**src/rtl/core/swr_pkg.sv**
```systemverilog
// Shared types and constants for the splat weight renormalizer pipeline.
package swr_pkg;

    localparam int MAX_LAYERS = 8;
    localparam int NL         = 8;
    localparam int LW         = 8;
    localparam int NW         = 17;
    localparam int DW         = 9;
    localparam int TW         = 3;
    localparam int CW         = 4;

    localparam logic [LW-1:0] FULL      = 8'd255;
    localparam logic [25:0]   X_MAX     = 26'd255 << 16;
    localparam logic [25:0]   X_HALF    = 26'd32768;
    localparam logic [CW-1:0] CNT_MAX   = CW'(MAX_LAYERS);
    localparam logic          FUNC_ADD  = 1'b0;
    localparam logic          FUNC_SET  = 1'b1;

    typedef logic [NL-1:0][LW-1:0] lanes_t;

    typedef struct packed {
        lanes_t                w;
        logic [TW-1:0]         tgt;
        logic [NL-1:0]         used;
        logic                  skip;
        logic [LW-1:0]         new_t;
        logic [LW-1:0]         prior;
        logic [DW-1:0]         dvs;
        logic [NL-1:0]         resc;
        logic [NL-1:0][NW-1:0] num;
        logic [NL-1:0][DW-1:0] rem;
        lanes_t                nlo;
        lanes_t                q;
        logic [NL-1:0]         ovf;
    } stage_t;

endpackage

```
**src/rtl/core/splat_weight_renormalizer.sv**
```systemverilog
// Top level: pipelined edit and renormalization of one cell's layer weights.
//
//  channel | valid        | stall        | payload
//  --------+--------------+--------------+--------------------------------------
//  cell    | cell_valid   | cell_stall   | func, layer_count, target_layer,
//          |              |              | amount, weight_in_0..7
//  result  | result_valid | result_stall | weight_out_0..7, prior_target, skipped
//
// Eight register stages: target update, products, numerator and overflow check,
// four stages of a two-bit-per-stage restoring divider per lane, residual sum.
// One transaction per cycle while the result channel is not stalled.
// Reset (rst_n low) clears only the per-stage valid bits.
// A stalled result freezes the whole pipeline; cell_stall follows it directly.
module splat_weight_renormalizer (
    input  logic                      clk,
    input  logic                      rst_n,
    input  logic                      cell_valid,
    output logic                      cell_stall,
    input  logic                      func,
    input  logic [3:0]                layer_count,
    input  logic [2:0]                target_layer,
    input  logic [16:0]               amount,
    input  logic [7:0]                weight_in_0,
    input  logic [7:0]                weight_in_1,
    input  logic [7:0]                weight_in_2,
    input  logic [7:0]                weight_in_3,
    input  logic [7:0]                weight_in_4,
    input  logic [7:0]                weight_in_5,
    input  logic [7:0]                weight_in_6,
    input  logic [7:0]                weight_in_7,
    output logic                      result_valid,
    input  logic                      result_stall,
    output logic [7:0]                weight_out_0,
    output logic [7:0]                weight_out_1,
    output logic [7:0]                weight_out_2,
    output logic [7:0]                weight_out_3,
    output logic [7:0]                weight_out_4,
    output logic [7:0]                weight_out_5,
    output logic [7:0]                weight_out_6,
    output logic [7:0]                weight_out_7,
    output logic [7:0]                prior_target,
    output logic                      skipped
);
    import swr_pkg::*;

    localparam int NS = 8;

    stage_t           st_reg [NS];
    stage_t           st_next[NS];
    logic [NS-1:0]    v_reg;
    logic             adv;

    assign adv        = !(v_reg[NS-1] && result_stall);
    assign cell_stall = v_reg[NS-1] && result_stall;

    // two restoring steps for every lane
    function automatic stage_t div_step(input stage_t s);
        stage_t         r;
        logic [DW:0]    t;
        r = s;
        for (int i = 0; i < NL; i++) begin
            for (int k = 0; k < 2; k++) begin
                t = {r.rem[i], r.nlo[i][LW-1]};
                r.nlo[i] = {r.nlo[i][LW-2:0], 1'b0};
                if (t >= {1'b0, r.dvs}) begin
                    t = t - {1'b0, r.dvs};
                    r.q[i] = {r.q[i][LW-2:0], 1'b1};
                end else begin
                    r.q[i] = {r.q[i][LW-2:0], 1'b0};
                end
                r.rem[i] = t[DW-1:0];
            end
        end
        return r;
    endfunction

    // stage 0: decode and new target weight
    always_comb begin
        logic [CW-1:0] cnt;
        logic [25:0]   x;
        lanes_t        w;
        stage_t        s;
        w   = {weight_in_7, weight_in_6, weight_in_5, weight_in_4,
               weight_in_3, weight_in_2, weight_in_1, weight_in_0};
        cnt = (layer_count > CNT_MAX) ? CNT_MAX : layer_count;
        s   = '0;
        s.w     = w;
        s.tgt   = target_layer;
        s.prior = w[target_layer];
        s.skip  = ({1'b0, target_layer} >= cnt);
        for (int i = 0; i < NL; i++) begin
            s.used[i] = (CW'(i) < cnt);
        end
        x = {2'b0, w[target_layer], 16'd0} + ({9'd0, amount} << 8) - {9'd0, amount};
        if (x > X_MAX) begin
            x = X_MAX;
        end
        x = x + X_HALF;
        s.new_t = (func == FUNC_SET) ? amount[LW-1:0] : x[23:16];
        st_next[0] = s;
    end

    // stage 1: divisor and products
    always_comb begin
        stage_t        s;
        logic [LW-1:0] oo;
        logic [LW-1:0] on;
        s  = st_reg[0];
        oo = FULL - s.prior;
        on = FULL - s.new_t;
        s.dvs = {oo, 1'b0};
        for (int i = 0; i < NL; i++) begin
            s.resc[i] = s.used[i] && (TW'(i) != s.tgt) && (oo != '0) && !s.skip;
            s.num[i]  = {16'(s.w[i]) * 16'(on), 1'b0};
        end
        st_next[1] = s;
    end

    // stage 2: rounding term, overflow check, divider seed
    always_comb begin
        stage_t        s;
        logic [NW-1:0] n;
        s = st_reg[1];
        for (int i = 0; i < NL; i++) begin
            n         = s.num[i] + NW'(s.dvs[DW-1:1]);
            s.num[i]  = n;
            s.ovf[i]  = (n >= {s.dvs, 8'd0});
            s.rem[i]  = n[NW-1:LW];
            s.nlo[i]  = n[LW-1:0];
            s.q[i]    = '0;
        end
        st_next[2] = s;
    end

    always_comb begin
        st_next[3] = div_step(st_reg[2]);
        st_next[4] = div_step(st_reg[3]);
        st_next[5] = div_step(st_reg[4]);
        st_next[6] = div_step(st_reg[5]);
    end

    // stage 7: clamp, sum of the other used layers, residual to target
    always_comb begin
        stage_t      s;
        logic [10:0] sum;
        s   = st_reg[6];
        sum = '0;
        if (!s.skip) begin
            for (int i = 0; i < NL; i++) begin
                if (s.resc[i]) begin
                    s.w[i] = s.ovf[i] ? FULL : s.q[i];
                end
                if (s.used[i] && (TW'(i) != s.tgt)) begin
                    sum = sum + 11'(s.w[i]);
                end
            end
            s.w[s.tgt] = (sum > 11'(FULL)) ? '0 : FULL - sum[LW-1:0];
        end
        st_next[7] = s;
    end

    always_ff @(posedge clk or negedge rst_n) begin
        if (!rst_n) begin
            v_reg <= '0;
        end else if (adv) begin
            v_reg <= {v_reg[NS-2:0], cell_valid};
        end
    end

    always_ff @(posedge clk) begin
        if (adv) begin
            for (int k = 0; k < NS; k++) begin
                st_reg[k] <= st_next[k];
            end
        end
    end

    assign result_valid = v_reg[NS-1];
    assign weight_out_0 = st_reg[NS-1].w[0];
    assign weight_out_1 = st_reg[NS-1].w[1];
    assign weight_out_2 = st_reg[NS-1].w[2];
    assign weight_out_3 = st_reg[NS-1].w[3];
    assign weight_out_4 = st_reg[NS-1].w[4];
    assign weight_out_5 = st_reg[NS-1].w[5];
    assign weight_out_6 = st_reg[NS-1].w[6];
    assign weight_out_7 = st_reg[NS-1].w[7];
    assign prior_target = st_reg[NS-1].prior;
    assign skipped      = st_reg[NS-1].skip;

    // a skipped cell must come out with its target untouched
    a_skip_pass: assert property (@(posedge clk) disable iff (!rst_n)
        (result_valid && skipped) |-> (st_reg[NS-1].w[st_reg[NS-1].tgt] == prior_target))
        else $error("skipped cell changed its target");

    // lane 0 divider seed stays below the divisor when no overflow
    a_div_seed: assert property (@(posedge clk) disable iff (!rst_n)
        (v_reg[2] && (st_reg[2].dvs != '0) && !st_reg[2].ovf[0])
            |-> (st_reg[2].rem[0] < st_reg[2].dvs))
        else $error("divider remainder out of range");

    // frozen pipeline keeps its valid bits
    a_freeze: assert property (@(posedge clk) disable iff (!rst_n)
        !adv |=> $stable(v_reg))
        else $error("valid bits moved during stall");

endmodule

```
**config.mk**
```make
export PLATFORM = sky130hd
export DESIGN_NAME = splat_weight_renormalizer
export DESIGN_NICKNAME = d
export VERILOG_FILES = /design/src/rtl/core/swr_pkg.sv /design/src/rtl/core/splat_weight_renormalizer.sv
export SDC_FILE = /design/constraint.sdc
export NUM_CORES = 2
export LEC_CHECK = 0
export BUFFER_PORTS_ARGS = -buffer_cell sky130_fd_sc_hd__clkbuf_2
export CORE_MARGIN = 8
export CORE_UTILIZATION = 53
export CTS_CLUSTER_DIAMETER = 50
export DETAILED_ROUTE_END_ITERATION = 8
export PLACE_DENSITY = 0.69
export SLEW_MARGIN = 15
export SYNTH_ARGS = -nofsm -noshare
export SYNTH_HDL_FRONTEND = slang
export SYNTH_SLANG_ARGS = --single-unit
```
**constraint.sdc**
```tcl
create_clock -name clk -period 94.6 [get_ports clk]
set_clock_uncertainty 0.2 [all_clocks]
set_input_delay 18.92 -clock clk [delete_from_list [all_inputs] [get_ports clk]]
set_output_delay 18.92 -clock clk [all_outputs]
set_load 0.02 [all_outputs]
```
==> impl_metrics.ini <==
[cts]
post_cts_buffers = 0
numCtsBuffers = 172
ctsHoldBuffers = 0
cts_root_buf = clkbuf_16
worstSkewPairLatency_ns = 0.86
cts.sinks = 1509
clock_path_buffers = 3
ctsHtreeMaxLevel = 4
cts_tree = done
clkSlewWorstSetupHoldPaths_ns = 0.06
cts_resized = 0

[setup_path]
crit_chain = clkbuf_2 > nand2_4 > inv_1 > clkbuf_2
crit_top_cell = clkbuf_2
cp_slowest_cell = nand2_4
path_class = input port to primary output
critPathRequiredTime_ns = 75.48
critPathMaxFanout = 70
crit_path_end_kind = primary output
critPathMaxStageDelay_ns = 0.63
start_kind = input port
arrival_ns = 19.92

[floorplan]
ios = 168
die_h_um = 446
core_um2 = 183000
rows = 157
die_x_um = 446
dieArea_um2 = 199000
start_util_pct = 53.4

[placed_design]
place_area_um2 = 101000
placed_cells = 10700
gp_congestion = 0.934
dp_hpwl_mm = 189
io_buffers = 167

[status]
status = completed

[drt]
antenna_left = 0
drc = 0
drt_iter0_drc = 5352
finalWirelength_mm = 247
num_vias = 63800
dr.pass1.iters = 5
via_per_inst = 5.77
routedWlPerCell_um = 22.3

[logic_synthesis]
yosysWarningCount = 0
synth_cell_type_count = 105
ys_ff_latch = 1509
synth-seq-area-share_pct = 46.3
synth_commonest_cells = 1501 x edfxtp_1, 1003 x ha_1, 758 x inv_1
synth_area_leader_cell = edfxtp_1
synthFlopType = edfxtp_1
syn_area_um2 = 97800
syn_avg_cell_area_um2 = 11.9
syn-num-nets = 9701
synth.most_common_cell = edfxtp_1
async_flop_share_pct = 0.530
synth-edff-count = 1501
synth_top_area_share_pct = 46.1
synth.area.top_cells = edfxtp_1 46%, ha_1 13%, fa_1 7.4%
netlist_instances = 8245

[job]
cap_viol_max_count = 0

[sta]
fmax_ghz = 0.0256
period_minus_slack_ns = 39.04
grt_setup_unrepaired = no
fin_crit_sh_pct = 41.3
hold_viol = 0
setup_viol = 0
worst_pin_slew_ns = 1.35
slew_violations = 0
setup_tns_ns = 0
max_slew_margin_pct = 9.95

[final_layout]
final_nets = 9907
fillers = 14600
largest_reg_flops = 1501
area_delta_synth_final_pct = 9.61
postLayoutCellArea_um2 = 107000
fin_cells = 11100
drive_gt1_share_pct = 8.94

[min_path]
hp-class = flip-flop to flip-flop

[global_routing]
grt_pass1_vias = 62000
grt-ovfl-total = 0
grt_pass1_wl_mm = 372
grt_start_max_net_pins = 90
antenna_found_initial = 15
track_usage_pct = 24.4
## worst paths after layout
check / slack (ns) / depth (start not counted) / startpoint / endpoint
worst max-delay path: 55.56 / 4 / result_stall / cell_stall
worst min register to register: 0.17 / 0 / st_reg[1][901]$_DFFE_PN_ / st_reg[1][1354]$_DFFE_PN_
worst max register to register: 82.29 / 48 / st_reg[1][1294]$_DFFE_PN_ / st_reg[1][1781]$_DFFE_PN_
worst min-delay path: 0.17 / 0 / st_reg[1][901]$_DFFE_PN_ / st_reg[1][1354]$_DFFE_PN_
min in group asynchronous: 17.73 / 1 / rst_n / v_reg[6]$_DFFE_PN0N_
max in group asynchronous: 76.30 / 1 / rst_n / v_reg[2]$_DFFE_PN0N_
## routing by layer
layer	up-vias	track usage [%]	wire, µm
met5	-	0	14
li1	30100	-	-
met1	31300	35.0	111000
met4	2	9.56	10200
met2	2046	37.7	109000
met3	428	3.25	16100
## area by class of cell
cell class / instances / area, µm² / area share [%]
inverter: 759 / 2850 / 2.66
clock buffer: 195 / 4390 / 4.09
sequential: 1509 / 45300 / 42.2
antenna: 9 / 22.5 / 0.0210
timing repair buffer: 265 / 1570 / 1.47
clock inverter: 122 / 1500 / 1.40
multi-input combinational: 5744 / 48500 / 45.3
tap: 2464 / 3080 / 2.88
## per-stage QoR
step,utilization [%],worst slack [ns],hold WS (ns)
2_1_floorplan,-,19.60,0.200
3_3_place_gp,55.3,55.54,0.200
3_5_place_dp,55.3,55.53,0.205
4_1_cts,58.5,55.52,0.172
5_1_grt,58.5,55.43,0.175
6_report,58.5,55.56,0.174
## kinds of logic after synthesis
family	synth area share (%)
compound gates	11.2
xor+xnor	4.83
fa+ha+maj	20.2
buf+inv	4.12
flops	46.3
mux	2.71
simple gates	10.6
## cells in the final DEF, fill, tap and decap left out, types with 25 or more instances in the layout
cell,Yosys,routed
edfxtp_1,1501,1501
ha_1,1003,1003
inv_1,758,758
a21oi_1,564,564
nor2_1,490,490
xnor2_1,435,435
nor2b_1,422,422
nand2b_1,418,418
fa_1,360,360
a21o_1,331,331
o21ai_0,261,261
nand2_1,213,212
clkbuf_16,0,172
clkbuf_2,0,167
mux2_2,162,162
nand4_1,102,102
xor2_1,99,99
buf_4,76,97
nor3_1,67,67
o21bai_1,65,65
a211oi_1,55,55
nand3_1,52,52
mux2i_1,43,43
o22a_1,41,41
a21boi_0,39,39
o21a_1,31,31
a22oi_1,31,31
a221o_1,29,29
nand4b_1,28,28
clkinv_1,1,26
and3_1,25,25
## critical path: cells and delay by family
kind                   cells  cell delay (ns)
AND/OR/NAND/NOR            1             0.63
buffers and inverters      3             0.38
Power is not shown: default switching activity piles up to over one toggle a cycle in this logic, so the estimate is an artifact.
